[config.mk]
export PLATFORM = sky130hd
export DESIGN_NAME = rrsi_queue
export DESIGN_NICKNAME = d
export VERILOG_FILES = /design/src/rtl/rrsi_pkg.sv /design/src/rtl/rrsi_queue.sv
export SDC_FILE = /design/constraint.sdc
export NUM_CORES = 1
export LEC_CHECK = 0
export BUFFER_PORTS_ARGS = -buffer_cell sky130_fd_sc_hd__buf_4
export CORE_MARGIN = 2
export CORE_UTILIZATION = 49
export CTS_CLUSTER_SIZE = 25
export DETAILED_ROUTE_END_ITERATION = 8
export PLACE_DENSITY = 0.75
export SYNTH_ARGS = -nofsm -noshare
export SYNTH_HDL_FRONTEND = slang
export SYNTH_SLANG_ARGS = --single-unit
export TNS_END_PERCENT = 30
[constraint.sdc]
create_clock -name clk -period 1.9 [get_ports clk]
set_input_delay 0.19 -clock clk [delete_from_list [all_inputs] [get_ports clk]]
set_output_delay 0.19 -clock clk [all_outputs]
set_load 0.01 [all_outputs]
[src/rtl/rrsi_pkg.sv]
// Shared types and codes for the ray versus rectangle slab intersection block.
`timescale 1ns / 1ps
`default_nettype none
package rrsi_pkg;

  // Contact normal codes reported on a hit.
  typedef enum logic [2:0] {
    NORMAL_NONE    = 3'd0,
    NORMAL_PLUS_X  = 3'd1,
    NORMAL_MINUS_X = 3'd2,
    NORMAL_PLUS_Y  = 3'd3,
    NORMAL_MINUS_Y = 3'd4
  } normal_code_t;

  // Occupancy status of the queue between the front and back parts.
  typedef struct packed {
    logic full;
    logic empty;
  } queue_status_t;

endpackage
`default_nettype wire

[src/rtl/rrsi_queue.sv]
// Two-entry queue that decouples the front part from the back part.
`timescale 1ns / 1ps
`default_nettype none
module rrsi_queue #(
  parameter int W = 8
) (
  input  logic                   clk,
  input  logic                   rst,
  input  logic                   push,
  input  logic [W-1:0]           push_data,
  input  logic                   pop,
  output logic [W-1:0]           head,
  output rrsi_pkg::queue_status_t status
);
  logic [W-1:0] slot [0:1];
  logic         wr_ptr, rd_ptr;
  logic [1:0]   count;
  logic         do_push, do_pop;

  assign do_push = push && (count != 2'd2);
  assign do_pop  = pop && (count != 2'd0);
  assign head    = slot[rd_ptr];
  assign status.full  = (count == 2'd2);
  assign status.empty = (count == 2'd0);

  always_ff @(posedge clk) begin
    if (rst) begin
      wr_ptr <= 1'b0;
      rd_ptr <= 1'b0;
      count  <= 2'd0;
    end else begin
      if (do_push) wr_ptr <= ~wr_ptr;
      if (do_pop) rd_ptr <= ~rd_ptr;
      count <= count + 2'(do_push) - 2'(do_pop);
    end
  end

  always_ff @(posedge clk) begin
    if (do_push) slot[wr_ptr] <= push_data;
  end
endmodule
`default_nettype wire

# Word level (Yosys, flattened, before mapping)
# Memories as Yosys holds them, arrays and structs flattened. A register that Yosys moved wholly into a read port is not among the register bits.
# Index checks and enable logic that the tools add are counted.
# totals
out_inout_bits	10
input_bits	12
elab_cells	18
mem_bits_rw	16
n_memories	1
regBits	4
# classes
n_addsub	2
muxes	4
eq_ne	2
n_reduce_logical	4
bitwise	2
# mem_list
memory	depth	word_bits	rd	rd_clocked_by_memory_dff	wr	line	rtl
slot	2	8	1	1	1	rrsi_queue.sv:15	logic [W-1:0] slot [0:1];
# op_table
cell	count
$mux W1	4
$add A2 B1 Y2	1
$eq A2 B2 Y1 const B	1
$logic_and A1 B1 Y1	2
$logic_not A2 Y1	1
$ne A2 B2 Y1 const B	1
$not A1 Y1	2
$reduce_bool A2 Y1	1
$sub A2 B1 Y2	1

# Depth between registers and ports, before layout
# Gate-level depths: netlist (run 1).
# logic_depth
word_depth	4
ltp_mapped	8
mapped_depth_nobuf	8

# Worst setup path before layout (run 1)
# OpenSTA, ideal clock, no wires.
# synth_path
path_type	reg-to-reg
start	register count[1]
end	register count[1]
required_time_ps	1822
synth_period_minus_slack_ps	1474
stages_incl_launch_ff	8
setup_time_ps	78
path_buffers	0
setup_slack_ps	426
t_arrival_ps	1396
cell_sequence	dfxtp_1 > o21a_2 > ha_1 > inv_1 > ha_1 > xor2_1 > and2_1 > nor3_1
# synth_between
elab_cells_between_ends	6
cone_classes	add/sub (2); eq/ne (1); reduce/logical (3)
# synth_rtl
item	line	rtl
from (decl)	rrsi_queue.sv:17	logic [1:0] count;
from (signal assigned)	rrsi_queue.sv:34	count <= count + 2'(do_push) - 2'(do_pop);
$reduce_bool A2 Y1	rrsi_queue.sv:21	assign do_pop = pop && (count != 2'd0);
$logic_and A1 B1 Y1	rrsi_queue.sv:21	
via do_pop	rrsi_queue.sv:18	logic do_push, do_pop;
$sub A2 B1 Y2	rrsi_queue.sv:34	
# The timed path passes the listed nets, and every way through them passes these cells.
# A chain may end at the register's enable or synchronous reset.

# Worst setup path after layout (run 1)
# Same ends and word-level chain as after synthesis.

==> qor.csv, run 1 <==
metric,value,unit
status,completed,
Most Frequent Cell on Critical Path,ha_1,
"commonest non-fill, non-tap cell in the layout",buf_4,
Final Setup Violations,0,
Final Slew Violations,0,
CTS max path bufs,2,
DR vias,463,
I/O pins,22,
Antenna Cells,0,
clk root buf,clkbuf_4,
setup bufs post-CTS,0,
first-pass GRT wire length,1990,um
placed instance count,88,
Global Route Usage Sum,14.8,%
Post-Syn Area,811,um2
1st-pass router iterations,4,
Post-Route WL,1170,um
Worst Tran Pin Value,0.371,ns
area share of fa/ha/maj cells after synthesis,3.09,%
final hold viol count,0,
WS Path Type,register to register,
cells after synthesis,52,
multiplexer share of the synthesized area,11.1,%
xor and xnor area share after synthesis,2.16,%
max_cap viols,0,
syn_area_per_cell,15.6,um2
hold path startpoint,push_data[1],
Crit. End Element,register,
Area Overhead vs Synth,24.5,%
"flops & latches, synth",21,
CP peak stage delay,0.36,ns
Die ar.,2000,um2
post-DP HPWL,873,um
initial antenna violation count,0,
Simple-Gate Fraction of Synth Area,7.25,%
Pwr Density,1260,nW/um2
Synth cell types,21,
crit start category,register,
TritonCTS clock tree,done,
sequential fraction of the synthesis area,71.6,%
share of cells above drive strength 1,40.8,%
hold crit path type,input pin to register,
FF-to-FF path depth,7,
Synth Warn #,0,
clock sinks,21,
Pleak,0.420,nW
CTS Buf Count,3,
largest net degree at the start of global routing,12,
CTS Hold Bufs,0,
area of placed instances,983,um2
Worst Hold End,slot[0][1],
final worst path period need,1.57,ns
number of global-route vias before repair,456,
worst path required time,2.12,ns
final instance area,1010,um2
r2r startpoint,count[1],
via/cell ratio,5.03,
grt ovf,0,
Core ar.,1520,um2
critical path peak fanout,5,
H-tree levels,1,
WP data arrival,1.79,ns
layout net count,91,
IO Port Bufs,21,
DRC viols,0,
clk_skew,0.00383,ns
DRT iter0 DRCs,1,
RSZ-0062 raised after global routing,false,
Setup Total Neg Slack,0,ns
r2r endpoint,count[1],
Placement Rows,14,
ANT nets after route,0,
WL/cell,12.7,um
CP Buf/Inv Count,1,
Slew headroom,75.3,%
VDD IR max,0.766,mV
gpl congestion,0.725,
"Cell Chain, Critical Path",o21a_2 > ha_1 > inv_1 > ha_1 > xor2_1 > and2_1 > nor3_1,
FF-to-FF setup slack,0.33,ns
Skew-Pair Late Insertion Delay,0.29,ns
worst hold stages,1,
"CP delay by family, top",adder cells,
post-synthesis compound-gate area fraction,2.31,%
Fin Hold WS,0.0747,ns
Die Ht,44.7,um
cts repair resizes,0,
Max Fclk,636,MHz
Synth Net Count,66,
Die Wd,44.7,um
most frequent cells in the layout,"21 x buf_4, 16 x edfxtp_1, 5 x mux2_1, 5 x dfxtp_1, 4 x nor2_1",
main combinational cell family by area after synthesis,multiplexers,
fin crit share,82.8,%
clk slew on worst S/H paths,0.10,ns
initial core utilization,53.2,%
Worst path slowest cell,dfxtp_1,
"non-filler cells, final",92,
## cells by family (layout without fill, tap and decap cells)
group	count (synthesis)	in the layout
XOR/XNOR	2	2
AND/OR/NAND/NOR	11	11
adder cells (fa/ha/maj)	2	2
multiplexers	8	8
AO/OA/AOI/OAI	3	3
buffers and inverters	5	29
flip-flops	21	21
## where the power goes
part | switching, mW | internal, mW | total, mW
Sequential | 0.0600 | 0.593 | 0.653
Clock | 0.119 | 0.0816 | 0.201
Combinational | 0.189 | 0.235 | 0.423
## worst reg2reg max path: cells and delay by family (launching register included)
kind,cells,cell delay [ns]
compound gates,1,0.25
fa+ha+maj,2,0.45
buf+inv,1,0.04
xor+xnor,1,0.15
flops,1,0.36
simple gates,2,0.27
## through the flow
stage                     setup WS (ns)  utilization (%)  power (mW)
after floorplan                   0.426                -       0.911
after global placement            0.380             64.5        1.08
after detailed placement          0.336             64.5        1.10
after CTS                         0.302             66.3        1.30
after global routing              0.135             66.3        1.38
final                             0.328             66.3        1.28
## metal layers
layer	up-vias	wire length, um	part of all wire (%)	GRT usage (%)
li1	232	-	-	-
met1	214	467	40	18.0
met2	15	614	53	23.5
met3	2	67	5.7	3.67
met4	0	19	1.6	9.09
met5	-	0	0	0
## area by class of cell
cell class              instances  area [um2]
inverters                       4        15.0
flip-flops and latches         21         581
well taps                      16        20.0
clock buffers                   4        26.3
repair buffers                 21         158
fillers                       119         514
multi-input cells              26         210
## registers in the layout, summed over array words and instances (netlist names), named ones only
register / flops
rd_ptr: 1
wr_ptr: 1
count: 2
slot: 16
## synth_stat cells, drive strengths merged
cell | number | area (um2)
inv | 4 | 15.0
edfxtp | 16 | 480
nand2 | 1 | 3.75
o21a | 1 | 8.76
and2 | 1 | 6.26
xnor2 | 1 | 8.76
or3 | 1 | 6.26
o21ai | 1 | 5.00
ha | 2 | 25.0
nand2b | 1 | 8.76
mux2 | 8 | 90.1
and3 | 1 | 7.51
nor3 | 1 | 5.00
dfxtp | 5 | 100
xor2 | 1 | 8.76
a21oi | 1 | 5.00
nor2b | 1 | 6.26
nor2 | 4 | 15.0
buf | 1 | 5.00
## worst max-delay path by stage
stage	from	cells past startpoint	slack, ns	end
after floorplan	count[1]	7	0.43	count[1]
after global placement	count[1]	7	0.38	count[1]
after detailed placement	count[1]	7	0.34	count[1]
after CTS	register	2	0.30	head[1]
after global routing	count[0]	8	0.14	count[1]
final	count[1]	7	0.33	count[1]
(Power assumes the default switching activity.)
==> inputs of run 2 (changes only) <==
--- a/config.mk
+++ b/config.mk
@@ -7,10 +7,10 @@
 export LEC_CHECK = 0
 export BUFFER_PORTS_ARGS = -buffer_cell sky130_fd_sc_hd__buf_4
 export CORE_MARGIN = 2
-export CORE_UTILIZATION = 49
+export CORE_UTILIZATION = 44
 export CTS_CLUSTER_SIZE = 25
 export DETAILED_ROUTE_END_ITERATION = 8
-export PLACE_DENSITY = 0.75
+export PLACE_DENSITY = 0.71
 export SYNTH_ARGS = -nofsm -noshare
 export SYNTH_HDL_FRONTEND = slang
 export SYNTH_SLANG_ARGS = --single-unit
==> constraint.sdc (replaced) <==
create_clock -name clk -period 1.4 [get_ports clk]
set_input_delay 0.14 -clock clk [delete_from_list [all_inputs] [get_ports clk]]
set_output_delay 0.14 -clock clk [all_outputs]
set_load 0.01 [all_outputs]
==> qor.csv, run 2 (synthesis gave the netlist of run 1 again) <==
metric,value,unit,change
status,"complete, but fails checks",,was completed
"CP delay by family, top",adder cells,,unchanged
Setup Total Neg Slack,-0.121,ns,was 0 ns
crit start category,register,,unchanged
clock sinks,21,,unchanged
met2 usage,21.6,%,was 23.5%
DRT iter0 DRCs,4,,was 1
Global Route Usage Sum,12.2,%,was 14.8%
Antenna Cells,0,,unchanged
hold crit path type,input pin to register,,unchanged
WL/cell,11.8,um,was 12.7 um
Pleak,0.458,nW,was 0.420 nW
I/O pins,22,,unchanged
area of the multi-input gates,269,um2,was 210 um2
initial antenna violation count,0,,unchanged
Die ar.,2200,um2,was 2000 um2
clk_skew,0.00126,ns,was 0.00383 ns
Die Wd,46.9,um,was 44.7 um
layout net count,96,,was 91
number of global-route vias before repair,453,,was 456
Crit. End Element,register,,unchanged
Placement Rows,15,,was 14
Pwr Density,1760,nW/um2,was 1260 nW/um2
clk root buf,clkbuf_4,,unchanged
WP data arrival,1.75,ns,was 1.79 ns
Most Frequent Cell on Critical Path,ha_4,,was ha_1
IO Port Bufs,21,,unchanged
clk slew on worst S/H paths,0.11,ns,was 0.10 ns
r2r startpoint,count[1],,unchanged
Layout Utilization,66.1,%,was 66.3%
1st-pass router iterations,3,,was 4
Skew-Pair Late Insertion Delay,0.29,ns,about the same
pre-CTS setup slack,-0.140,ns,was 0.336 ns
max reg flops,16,,unchanged
fin crit share,109,%,was 82.8%
Max Fclk,657,MHz,was 636 MHz
critical path peak fanout,3,,was 5
CP Buf/Inv Count,1,,unchanged
post-DP HPWL,897,um,was 873 um
Die Ht,46.9,um,was 44.7 um
final instance area,1140,um2,was 1010 um2
failing checks,setup timing,,
M1 GR Usage,12.3,%,was 18.0%
"Cell Chain, Critical Path",o21a_4 > ha_4 > inv_2 > ha_4 > xor2_2 > and2_4 > nor3_2,,was o21a_2 > ha_1 > inv_1 > ha_1 > xor2_1 > and2_1 > nor3_1
final hold viol count,0,,unchanged
grt ovf,0,,unchanged
Biggest register,slot,,unchanged
most frequent cells in the layout,"25 x buf_4, 16 x edfxtp_1, 5 x mux2_1",,"was 21 x buf_4, 16 x edfxtp_1, 5 x mux2_1, 5 x dfxtp_1, 4 x nor2_1"
CTS max path bufs,2,,unchanged
FF-to-FF path depth,7,,unchanged
WS Path Type,register to register,,unchanged
VDD IR max,1.03,mV,was 0.766 mV
Fin Hold WS,0.0242,ns,was 0.0747 ns
Worst path slowest cell,dfxtp_4,,was dfxtp_1
share of cells above drive strength 1,60.5,%,was 40.8%
max_cap viols,0,,unchanged
RSZ-0062 raised after global routing,true,,was false
Critical Path End,count[1],,unchanged
DRC viols,0,,unchanged
TritonCTS clock tree,done,,unchanged
DR vias,484,,was 463
Largest regs,"slot (16), count (2)",,unchanged
total stage count of the critical path,7,,unchanged
Top Usage Layer GRT,met2,,unchanged
met3 Usage GRT,4.62,%,was 3.67%
placed instance count,102,,was 88
total power,2.00,mW,was 1.28 mW
ANT nets after route,0,,unchanged
CP peak stage delay,0.38,ns,was 0.36 ns
setup ws final,-0.121,ns,was 0.328 ns
Critical path origin,count[1],,unchanged
Final Slew Violations,0,,unchanged
"commonest non-fill, non-tap cell in the layout",buf_4,,unchanged
first-pass GRT wire length,1790,um,was 1990 um
CTS Buf Count,3,,unchanged
r2r endpoint,count[1],,unchanged
largest net degree at the start of global routing,13,,was 12
Final Setup Violations,1,,was 0
Core ar.,1730,um2,was 1520 um2
register area,589,um2,was 581 um2
worst path required time,1.62,ns,was 2.12 ns
via/cell ratio,4.57,,was 5.03
H-tree levels,1,,unchanged
Worst Tran Pin Value,0.201,ns,was 0.371 ns
gpl congestion,0.682,,was 0.725
filler cell count,141,,was 119
area of placed instances,1040,um2,was 983 um2
initial core utilization,47.0,%,was 53.2%
Area Overhead vs Synth,40.7,%,was 24.5%
Post-Route WL,1250,um,was 1170 um
FF-to-FF setup slack,-0.12,ns,was 0.33 ns
"non-filler cells, final",106,,was 92
Slew headroom,86.6,%,was 75.3%
final worst path period need,1.52,ns,was 1.57 ns
==> run 2: cell types whose count changed in the layout (fill, tap and decap cells not counted), sizes merged <==
| cell | before | now |
|---|---|---|
| clkbuf | 4 | 3 |
| clkinv | 0 | 1 |
| buf | 21 | 26 |
==> run 2: worst reg2reg max path, delay by kind of cell (launching register included) <==
family | cells | cell delay, ns
AO/OA/AOI/OAI | 1 | 0.23
buffers and inverters | 1 | 0.04
XOR/XNOR | 1 | 0.14
flip-flops | 1 | 0.38
AND/OR/NAND/NOR | 2 | 0.27
adder cells (fa/ha/maj) | 2 | 0.41
==> run 2: cell type report <==
| type | count | area share [%] |
|---|---|---|
| clock buffers | 3 | 1.97 |
| clock inverters | 1 | 0.439 |
| inverters | 4 | 2.19 |
| multi-input cells | 26 | 23.6 |
| flip-flops and latches | 21 | 51.6 |
| well taps | 25 | 2.74 |
| repair buffers | 26 | 17.4 |
==> run 2: routing by layer <==
| metal | wire (um) | vias to the layer above |
|---|---|---|
| met2 | 660 | 17 |
| li1 | - | 241 |
| met1 | 472 | 224 |
| met5 | 0 | - |
| met3 | 107 | 2 |
| met4 | 12 | 0 |
==> run 2: worst min path at each step <==
stage            startpoint          to  slack (ns)  cells past startpoint
6_report       push_data[0]  slot[1][0]        0.02                      1
2_1_floorplan           rst      wr_ptr        0.21                      1
4_1_cts        push_data[0]  slot[1][0]        0.02                      1
3_3_place_gp   push_data[2]  slot[0][2]        0.32                      1
5_1_grt        push_data[7]  slot[1][7]       0.005                      1
3_5_place_dp   push_data[0]  slot[1][0]        0.33                      1
==> run 2: what timing repair did <==
action	CTS	global route
buffers inserted	0	1
hold buffers	0	0
gates resized for setup	5	17
pin swaps	0	4
setup endpoints to repair	17	18
==> run 2: report_power, final <==
group | internal (mW) | total, mW | switching (mW)
Clock | 0.106 | 0.274 | 0.168
Sequential | 0.823 | 0.907 | 0.0835
Combinational | 0.474 | 0.823 | 0.349
Total | 1.40 | 2.00 | 0.600
