File: src/rtl/rrsi_front.sv
// Front part: takes a query beat and forms the four slab edge numerators.
`timescale 1ns / 1ps
`default_nettype none
module rrsi_front #(
  parameter int CW = 32
) (
  input  logic                 clk,
  input  logic                 rst,
  input  logic                 take,
  input  logic signed [CW-1:0] origin_x,
  input  logic signed [CW-1:0] origin_y,
  input  logic signed [CW-1:0] dir_x,
  input  logic signed [CW-1:0] dir_y,
  input  logic signed [CW-1:0] rect_left,
  input  logic signed [CW-1:0] rect_top,
  input  logic        [CW-2:0] rect_width,
  input  logic        [CW-2:0] rect_height,
  output logic                 rec_valid,
  output logic [4*(CW+2)+4*CW-1:0] rec
);
  localparam int NB = CW + 2;

  logic signed [NB-1:0] ox_e, oy_e, rl_e, rt_e, rw_e, rh_e;
  logic signed [NB-1:0] n_lx, n_rx, n_ty, n_by;

  assign ox_e = NB'(origin_x);
  assign oy_e = NB'(origin_y);
  assign rl_e = NB'(rect_left);
  assign rt_e = NB'(rect_top);
  assign rw_e = $signed(NB'(rect_width));
  assign rh_e = $signed(NB'(rect_height));

  assign n_lx = rl_e - ox_e;
  assign n_rx = rl_e + rw_e - ox_e;
  assign n_ty = rt_e - oy_e;
  assign n_by = rt_e + rh_e - oy_e;

  always_ff @(posedge clk) begin
    if (rst) begin
      rec_valid <= 1'b0;
    end else begin
      rec_valid <= take;
    end
  end

  always_ff @(posedge clk) begin
    if (take) begin
      rec <= {n_lx, n_rx, n_ty, n_by, origin_x, origin_y, dir_x, dir_y};
    end
  end
endmodule
`default_nettype wire

File: config.mk
export PLATFORM = sky130hd
export DESIGN_NAME = rrsi_front
export DESIGN_NICKNAME = d
export VERILOG_FILES = /design/src/rtl/rrsi_front.sv
export SDC_FILE = /design/constraint.sdc
export NUM_CORES = 1
export LEC_CHECK = 0
export BUFFER_PORTS_ARGS = -buffer_cell sky130_fd_sc_hd__buf_2
export CAP_MARGIN = 30
export CORE_UTILIZATION = 42
export CTS_BUF_LIST = sky130_fd_sc_hd__clkbuf_4 sky130_fd_sc_hd__clkbuf_8
export DETAILED_ROUTE_END_ITERATION = 7
export PLACE_DENSITY = 0.7
export SLEW_MARGIN = 20
export SYNTH_ARGS = -nofsm -noshare
export SYNTH_HDL_FRONTEND = slang
export SYNTH_SLANG_ARGS = --single-unit
File: constraint.sdc
create_clock -name clk -period 4.85 [get_ports clk]
set_clock_uncertainty 0.05 [all_clocks]
set_input_delay 0.7275 -clock clk [delete_from_list [all_inputs] [get_ports clk]]
set_output_delay 0.7275 -clock clk [all_outputs]
set_load 0.01 [all_outputs]
## Word level (Yosys, flattened, before mapping)

Cells that the tools add are included.

- Add/sub/neg operators: 6

Operator list:

| cell | count |
|---|---|
| $sub 33x32->34 | 2 |
| $add 32x32->33 | 2 |
| $sub 32x32->33 | 2 |

- Logic and storage cells: 8
- Bits in registers: 264
- Input port bits: 257
- Output and inout port bits: 265

## Logic depth before layout (Yosys ltp)

Gate-level depths: netlist of run 1.

- Depth after elaboration: 2
- Depth in mapped cells: 15
- Mapped depth without buffers: 15

## Worst setup path before layout of run 1

Ideal clock, no wire load.

- Path kind: input to register
- Start point: input port rect_top[13]
- End point: register rec[159], data pin
- Buffers on the path: 0
- Slack: 1.188 ns
- Stages on the path: 13
- Data required time: 4.538 ns
- Arrival time: 3.350 ns
- Cell sequence: inv_1 > fa_1 > inv_1 > ha_1 > a21o_1 > a21o_1 > a21o_1 > a21oi_1 > inv_1 > a221o_1 > a2111oi_2 > o21ai_1 > xor2_1

- Longest elaborated chain between the ends: 2

RTL lines:

| what | line | RTL |
|---|---|---|
| from (decl) | 15 | `input logic signed [CW-1:0] rect_top,` |
| $add 32x32->33 | 36 | `assign n_by = rt_e + rh_e - oy_e;` |
| $sub 33x32->34 | 36 |  |
| named net n_by[31] | 24 | `logic signed [NB-1:0] n_lx, n_rx, n_ty, n_by;` |
| to (signal assigned) | 48 | `rec <= {n_lx, n_rx, n_ty, n_by, origin_x, origin_y, dir_x, dir_y};` |
| to (decl) | 19 | `output logic [4*(CW+2)+4*CW-1:0] rec` |

The timed path passes the listed nets, and every way through them passes these cells.
A chain may end at the register's enable or synchronous reset.

## Worst setup path in the final report of run 1

- Start point: input port origin_x[2]
- End point: register rec[226], data pin

- Longest elaborated chain between the ends: 1

RTL lines:

| what | line | RTL |
|---|---|---|
| from (decl) | 10 | `input logic signed [CW-1:0] origin_x,` |
| $sub 33x32->34 | 34 | `assign n_rx = rl_e + rw_e - ox_e;` |
| named net n_rx[30] | 24 |  |

The timed path passes the listed nets, and every way through them passes these cells.

==> results_dict.tcl, run 1 <==
set metrics [dict create \
    ioPinCount 522 \
    cp_slowest_cell "fa_1" \
    cp_max_fo 4 \
    area_growth_syn_to_layout_pct 24.3 \
    drc_errors 0 \
    synth_flop_cell "edfxtp_1" \
    place_ws_ns 0.553 \
    grt_pass1_wl_um 69600 \
    grt_pass1_vias 13200 \
    drive_above_1_share_pct 29.1 \
    io_buffers 521 \
    nets 2546 \
    timing.setup.tns_ns 0 \
    hpwl_um 37400 \
    relSlewSlack_pct 50.2 \
    fmax_mhz 265 \
    ys_ff_latch 263 \
    hold_class "primary input to flip-flop" \
    setup_viol 0 \
    syn-num-nets 1990 \
    rows 72 \
    die_w_um 202 \
    syn_inst 1537 \
    ir_drop_v 0.000192 \
    htreeDepth 2 \
    root_buffer "clkbuf_8" \
    routed_wl_um 46100 \
    cellPowerDensity_nw_per_um2 359 \
    min_period_over_period_pct 77.8 \
    post_drt_via_cell_ratio 5.09 \
    ys_seq_area_share_pct 46.9 \
    cts_buffers 47 \
    initial_utilization_pct 43.1 \
    arrival_ns 4.07 \
    synthDistinctLibCells 77 \
    hold_buffers 0 \
    yosys_warnings 0 \
    slew_viol_final 0 \
    post_cts_resized 0 \
    post_cts_buffers 0 \
    dr.first_iter.drc_count 680 \
    cts.clk_slew.worst_paths_ns 0.06 \
    path_cells "buf_2 > fa_1 > inv_1 > ha_1 > nor2b_1 > o31a_1 > o41ai_1 > o2111ai_1 > a31oi_1 > o21ai_0 > a32oi_1 > o21bai_1 > xor2_1" \
    dr.pass1.iters 6 \
    max_stage_delay_ns 0.59 \
    grt_max_degree 93 \
    rsz0062_at_grt "false" \
    place_congestion 0.886 \
    cts_tree "done" \
    crit_start "origin_x[2]" \
    synth.most_common_cell "inv_1" \
    yosysTopAreaCell "edfxtp_1" \
    required_ns 5.14 \
    cp-end-kind "flip-flop" \
    worstSetupPathType "primary input to flip-flop" \
    fillCellCount 3469 \
    worst_setup_path_start_kind "primary input" \
    min_period_ns 3.77 \
    synthArstFlopShare_pct 0 \
    die_height_um 202 \
    synth.avg_cell_area_um2 10.9 \
    maxCapViolations 0 \
    synth_edf_count 262 \
    syn-cell-area_um2 16800 \
    core_um2 39000 \
    synth_common_cells "inv_1 (341), edfxtp_1 (262), ha_1 (132)" \
    ant_nets 0 \
    clock_sinks 263 \
    track_usage_pct 21.9 \
    grt.overflow.total 0 \
    avgRoutedWirePerCell_um 17.4 \
    vias 13500 \
    hold_viol 0 \
    status "finished, final reports clean" \
    leakage_nw 10.3 \
    worstHoldStart "rst" \
    finalWorstSetupSlack_ns 1.08 \
    yosysTopAreaCellShare_pct 46.8 \
    synth.area.top_cells "edfxtp_1 (47%), ha_1 (9.8%), fa_1 (7.6%)" \
    cts_buffer_depth 3 \
    worstMarginPinSlew_ns 0.748 \
    die_area_um2 40800 \
    antenna_found_initial 8 \
]
[sequential cells by signal, indices dropped and copies added (netlist names)]
name / count
rec_valid: 1
rec: 262
[final timing paths]
kind / endpoint / depth (start not counted)
hold / removal: rec_valid / 2
setup / recovery: rec[226] / 13
[final cells by class]
class	instances	area [µm²]	share of cell area, %
timing repair buffer	524	2670	12.8
clock inverter	23	113	0.539
antenna	8	20.0	0.0959
clock buffer	55	719	3.45
sequential	263	7890	37.8
inverter	341	1280	6.13
tap	518	648	3.10
multi-input combinational	916	7550	36.2
[critical path, delay by kind of cell]
kind / cells / cell delay, ns
AOI/OAI and AO/OA: 7 / 1.93
xor gates and xnor gates: 1 / 0.14
and+or+nand+nor: 1 / 0.16
buffers and inverters: 2 / 0.17
adders and majority gates: 2 / 0.93
[logic make-up (layout without fill, tap and decap cells)]
kind of cell / Yosys count / in the layout / share of synthesized area [%]
buffers and inverters: 358 / 943 / 8.12
XOR/XNOR: 110 / 110 / 5.73
adder cells (fa/ha/maj): 196 / 196 / 17.5
other: 0 / 8 / 0
multiplexers: 1 / 1 / 0.0596
AND/OR/NAND/NOR: 256 / 256 / 7.67
AO/OA/AOI/OAI: 353 / 353 / 14.0
flip-flops: 263 / 263 / 46.9
[stage by stage]
step / area (µm²) / cells / power, mW / util, % / hold slack (ns)
after floorplan: 16800 / 1537 / 4.67 / - / 0.749
after global placement: 20000 / 2562 / 5.58 / 51.4 / 0.838
after detailed placement: 20000 / 2562 / 5.63 / 51.4 / 0.837
after CTS: 20900 / 2640 / 7.58 / 53.5 / 0.177
after global routing: 20900 / 2642 / 7.93 / 53.5 / 0.197
final: 20900 / 2648 / 7.50 / 53.5 / 0.241
[cells in the final DEF, fill, tap and decap left out, types with 5 or more instances in the layout]
master    instances
a211oi_1          7
a21o_1           67
a21oi_1         110
a31oi_1          13
and3_1           13
buf_2           520
clkbuf_4          6
clkbuf_8         49
clkinv_1          5
clkinv_2         17
diode_2           8
edfxtp_1        262
fa_1             64
ha_1            132
inv_1           341
nand2_1          61
nand2b_1         15
nand3_1          22
nand4_1          18
nor2_1           56
nor2b_1          18
nor3_1           19
nor4_1            5
o211ai_1          5
o21a_1           15
o21ai_0          52
o21ai_1           5
o21bai_1         18
or2_2             6
or3_1             5
xnor2_1          77
xor2_1           33
[per-layer routing]
metal	up-vias	wire (µm)	global-route usage, %
li1	6437	-	-
met1	6374	18000	25.3
met2	551	23100	38.5
met3	101	3520	5.74
met4	6	1570	8.96
met5	-	35	0
[power by group]
| part | internal (mW) | switching [mW] | leakage, nW |
|---|---|---|---|
| combinational | 1.04 | 1.48 | 7.26 |
| sequential | 2.97 | 0.0859 | 2.57 |
| clock | 0.981 | 0.936 | 0.458 |
No activity file was read; power rests on OpenSTA's default activity.
==> run 2: changes to the inputs <==
--- a/config.mk
+++ b/config.mk
@@ -10,7 +10,7 @@
 export CORE_UTILIZATION = 42
 export CTS_BUF_LIST = sky130_fd_sc_hd__clkbuf_4 sky130_fd_sc_hd__clkbuf_8
 export DETAILED_ROUTE_END_ITERATION = 7
-export PLACE_DENSITY = 0.7
+export PLACE_DENSITY = 0.72
 export SLEW_MARGIN = 20
 export SYNTH_ARGS = -nofsm -noshare
 export SYNTH_HDL_FRONTEND = slang
==> constraint.sdc (replaced) <==
create_clock -name clk -period 3.3 [get_ports clk]
set_clock_uncertainty 0.05 [all_clocks]
set_input_delay 0.495 -clock clk [delete_from_list [all_inputs] [get_ports clk]]
set_output_delay 0.495 -clock clk [all_outputs]
set_load 0.01 [all_outputs]
==> run 2 against run 1 <==
  * Hold slack lost 0.18 ns
  * Sequential cell count is the same
  * Clock-buffer cell count grew 7
  * Global-route usage grew 2.0 points
  * Utilization grew 6.3 points
  * Wire length grew 7.1%
  * Non-clock buffer count grew 281
  * Clock power grew 58%
  * Setup slack lost 0.97 ns
  * Sequential share of layout area shrank 4.0 points
==> results_dict.tcl, run 2 (synthesized netlist as in run 1, its figures left out) <==
set metrics [dict create \
    hold_class "primary input to flip-flop" \
    top_regs "rec: 262 flops, rec_valid: 1 flops" \
    die_height_um 202 \
    nets 2827 \
    finalWorstSetupSlack_ns 0.109 \
    track_usage_pct 23.9 \
    layout_commonest_cell "buf_2" \
    drc_errors 0 \
    rows 72 \
    cp_max_fo 3 \
    status "finished, final reports clean" \
    worstSetupPathType "primary input to flip-flop" \
    fmax_mhz 313 \
    post_dp_cell_area_um2 21700 \
    grt_pass1_wl_um 76700 \
    leakage_nw 11.6 \
    slew_viol_final 0 \
    relSlewSlack_pct 55.6 \
    place_congestion 0.902 \
    grt.overflow.total 0 \
    required_ns 3.61 \
    ant_nets 0 \
    dr.first_iter.drc_count 775 \
    dr.pass1.iters 5 \
    antenna_found_initial 4 \
    grt_max_degree 77 \
    cts_buffer_depth 3 \
    arrival_ns 3.50 \
    min_period_ns 3.19 \
    routed_wl_um 49400 \
    area_growth_syn_to_layout_pct 38.9 \
    finalInstanceArea_um2 23300 \
    vias 14600 \
    worst_setup_path_start_kind "primary input" \
    top_register "rec" \
    post_cts_buffers 0 \
    core_um2 39000 \
    cts.clk_slew.worst_paths_ns 0.06 \
    cellPowerDensity_nw_per_um2 508 \
    cts_tree "done" \
    post_drt_via_cell_ratio 4.98 \
    grt_pass1_vias 15000 \
    hold_viol 0 \
    worstMarginPinSlew_ns 0.666 \
    die_w_um 202 \
    maxCapViolations 0 \
    avgRoutedWirePerCell_um 16.9 \
    htreeDepth 2 \
    layout_common_cells "buf_2 (520), inv_1 (341), edfxtp_1 (262)" \
    initial_utilization_pct 43.1 \
    min_period_over_period_pct 96.7 \
    cts_buffers 47 \
    ir_drop_v 0.000254 \
    die_area_um2 40800 \
    drive_above_1_share_pct 35.0 \
    setup_viol 0 \
    clock_sinks 263 \
    ioPinCount 522 \
    cp-end-kind "flip-flop" \
    p_total_mw 11.8 \
    root_buffer "clkbuf_8" \
    hpwl_um 39700 \
    largest_register_ffs 262 \
    place_ws_ns -0.561 \
    io_buffers 521 \
]
-- run 2: layer usage --
layer / part of all wire [%] / wire (µm) / GRT usage, % / vias up
met2: 49 / 24300 / 42.0 / 531
met1: 40 / 19800 / 28.1 / 6968
met3: 6.9 / 3410 / 5.56 / 100
li1: - / - / - / 7002
met4: 3.7 / 1820 / 9.39 / 2
met5: 0.016 / 8 / 0 / -
-- run 2: final timing paths --
path,startpoint,to,depth (start not counted)
worst max-delay path,origin_x[2],rec[226],13
worst min-delay path,origin_x[0],rec[96],1
-- run 2: through the flow --
step	TNS [ns]	hold slack, ns	util [%]	std cells
2_1_floorplan	-0.0387	0.517	-	1537
3_3_place_gp	-7.84	0.603	55.7	2777
3_5_place_dp	-9.69	0.603	55.7	2777
4_1_cts	0	0.0150	59.8	2926
5_1_grt	-0.0390	0.0215	59.8	2928
6_report	0	0.0632	59.8	2930
-- run 2: area by class of cell --
type | instances | area (µm²)
diodes | 4 | 10.0
clock buffers | 62 | 766
clock inverters | 21 | 150
fillers | 3310 | 15700
inverters | 341 | 1280
multi-input cells | 916 | 7630
flip-flops and latches | 263 | 7890
well taps | 518 | 648
repair buffers | 805 | 4950
-- run 2: where the power goes --
| group | switching [mW] | internal (mW) | leakage [nW] |
|---|---|---|---|
| Clock | 1.37 | 1.66 | 0.477 |
| Combinational | 2.31 | 1.99 | 8.60 |
| Sequential | 0.134 | 4.37 | 2.57 |
| Total | 3.82 | 8.03 | 11.6 |
-- run 2: worst max-delay path, stage by stage --
cell	delay, ns
buf_2	0.12
fa_1	0.56
inv_1	0.06
ha_1	0.31
nor2b_1	0.15
o31a_1	0.26
o41ai_2	0.36
o2111ai_1	0.28
a31oi_2	0.28
o21ai_1	0.15
a32oi_1	0.23
o21bai_1	0.10
xor2_1	0.15
-- run 2: repair_timing --
action,4_1_cts,5_1_grt
gates resized for setup,0,2
hold buffers,66,0
endpoints found under the hold margin,66,0
setup endpoints to repair,0,3
==> run 3: changes to the inputs <==
--- a/config.mk
+++ b/config.mk
@@ -5,12 +5,14 @@
 export SDC_FILE = /design/constraint.sdc
 export NUM_CORES = 1
 export LEC_CHECK = 0
+export ABC_AREA = 1
 export BUFFER_PORTS_ARGS = -buffer_cell sky130_fd_sc_hd__buf_2
 export CAP_MARGIN = 30
 export CORE_UTILIZATION = 42
 export CTS_BUF_LIST = sky130_fd_sc_hd__clkbuf_4 sky130_fd_sc_hd__clkbuf_8
 export DETAILED_ROUTE_END_ITERATION = 7
-export PLACE_DENSITY = 0.72
+export PLACE_DENSITY = 0.71
+export SKIP_CTS_REPAIR_TIMING = 1
 export SLEW_MARGIN = 20
 export SYNTH_ARGS = -nofsm -noshare
 export SYNTH_HDL_FRONTEND = slang
==> run 3 against run 2 <==
  * Combinational power about the same
  * Hold slack worse by 0.035 ns
  * Critical path type unchanged
  * Cell area grew 5.3%
  * Largest power group unchanged
  * Setup slack improved by 0.22 ns
  * Largest cell class is now multi-input gates
  * Power increased by 3.5%
==> results_dict.tcl, run 3 <==
set metrics [dict create \
    root_buffer "clkbuf_8" \
    grt_pass1_vias 17400 \
    layout_commonest_cell "nand2_1" \
    initial_utilization_pct 42.7 \
    avgRoutedWirePerCell_um 17.4 \
    cp-end-kind "flip-flop" \
    synth.most_common_cell "nand2_1" \
    yosysTopAreaCell "edfxtp_1" \
    max_stage_delay_ns 0.57 \
    yosys_warnings 0 \
    drc_errors 0 \
    yosysTopAreaCellShare_pct 40.5 \
    top_regs "rec: 262 flops, rec_valid: 1 flops" \
    grt_pass1_wl_um 95600 \
    place_ws_ns 0.266 \
    hold_viol 0 \
    grt.overflow.total 0 \
    worst_setup_path_start_kind "primary input" \
    clock_sinks 263 \
    synth_flop_cell "edfxtp_1" \
    timing.setup.tns_ns 0 \
    worstSetupPathType "primary input to flip-flop" \
    synth.area.top_cells "edfxtp_1 (40%), nand2_1 (12%), inv_1 (12%)" \
    drive_above_1_share_pct 20.9 \
    ys_ff_latch 263 \
    min_period_over_period_pct 90.0 \
    cellPowerDensity_nw_per_um2 499 \
    cp_slowest_cell "fa_1" \
    ant_nets 0 \
    dr.pass1.iters 6 \
    rows 78 \
    post_drt_via_cell_ratio 4.92 \
    synthArstFlopShare_pct 0 \
    grt_max_degree 83 \
    synth_common_cells "nand2_1 (646), inv_1 (641), edfxtp_1 (262)" \
    area_growth_syn_to_layout_pct 26.4 \
    layout_common_cells "nand2_1 (646), inv_1 (641), buf_2 (520)" \
    relSlewSlack_pct 52.9 \
    synth_edf_count 262 \
    worstMarginPinSlew_ns 0.707 \
    p_total_mw 12.3 \
    top_register "rec" \
    status "finished, final reports clean" \
    cts_buffer_depth 3 \
    fmax_mhz 337 \
    ys_seq_area_share_pct 40.6 \
    synthDistinctLibCells 29 \
    cts_buffers 47 \
    slew_viol_final 0 \
    cp_max_fo 4 \
    maxCapViolations 0 \
    setup_viol 0 \
    largest_register_ffs 262 \
    dr.first_iter.drc_count 1457 \
    die_height_um 217 \
    finalWorstSetupSlack_ns 0.330 \
    place_congestion 1.01 \
    post_dp_cell_area_um2 22900 \
    htreeDepth 2 \
    syn_inst 2463 \
    syn-num-nets 2916 \
    path_common_cell "nand2_1" \
    die_area_um2 47100 \
    antenna_found_initial 9 \
    ir_drop_v 0.000336 \
    syn-cell-area_um2 19400 \
    vias 18400 \
    io_buffers 521 \
    ioPinCount 522 \
    routed_wl_um 65200 \
    core_um2 45500 \
    die_w_um 217 \
    min_period_ns 2.97 \
    nets 3558 \
    finalInstanceArea_um2 24600 \
    hpwl_um 54100 \
    arrival_ns 3.28 \
    hold_class "primary input to flip-flop" \
    path_cells "dlygate4sd3_1 > buf_2 > fa_1 > inv_1 > ha_1 > nand2_1 > inv_1 > a21oi_1 > nand3_1 > nand2_1 > nand2_2 > nand2_1 > nand2_1 > nand2_1 > nand2_1" \
    cts.clk_slew.worst_paths_ns 0.06 \
    synth.avg_cell_area_um2 7.89 \
    leakage_nw 13.3 \
    cts_tree "done" \
    required_ns 3.61 \
    track_usage_pct 26.9 \
    rsz0062_at_grt "false" \
]
==> run 3: changes by cell type after synthesis, moves of 15 or more <==
cell,delta
xor2_1,+26
nand2_2,+34
xnor2_1,-73
a21o_1,-60
o21a_1,-15
nor2_1,+149
nand2_1,+585
a21oi_1,+30
nand3_1,+63
nand2b_1,-15
o21ai_0,+34
nor2b_1,-18
inv_1,+300
==> run 3: final timing paths <==
kind	cells past startpoint	slack [ns]	end	from
setup / recovery	15	0.33	rec[161]	origin_y[8]
hold / removal	1	0.03	rec[78]	origin_y[14]
==> run 3: per-stage QoR <==
stage	hold WS (ns)	cells	utilization, %
3_3_place_gp	0.605	3589	50.3
2_1_floorplan	0.516	2463	-
5_1_grt	0.0111	3746	54.0
4_1_cts	-0.0684	3670	52.5
3_5_place_dp	0.623	3589	50.3
6_report	0.0285	3746	54.0
==> run 3: area by class of cell <==
type / count / area [µm²]
multi-input combinational: 1555 / 9120
sequential: 263 / 7890
inverter: 643 / 2410
clock inverter: 27 / 304
tap: 600 / 751
clock buffer: 54 / 699
timing repair buffer: 595 / 3380
fill: 4424 / 20900
antenna: 9 / 22.5
==> run 3: kinds of logic (layout without fill, tap and decap cells) <==
logic type	count (synthesis)	in the layout	synth area share [%]
buf+inv	645	1319	12.5
simple gates	1046	1046	22.3
fa+ha+maj	196	196	15.1
xor+xnor	63	63	2.84
other cells	0	9	0
compound gates	250	250	6.73
flops	263	263	40.6
==> run 3: per-layer routing <==
layer	vias up	track usage, %	share of wire [%]
li1	8961	-	-
met1	8474	34.1	40
met3	152	6.57	9.1
met5	-	0	0
met4	0	12.8	4.5
met2	837	43.1	46
==> run 3: report_power, final <==
part	switching, mW	internal [mW]
clock	1.50	1.89
sequential	0.204	4.34
combinational	2.81	1.52
==> run 3: worst max-delay path, delay by kind of cell <==
kind                       cells  cell delay (ns)
AOI/OAI and AO/OA              1             0.24
buffers and inverters          4             0.80
and+or+nand+nor                8             0.83
adders and majority gates      2             0.90
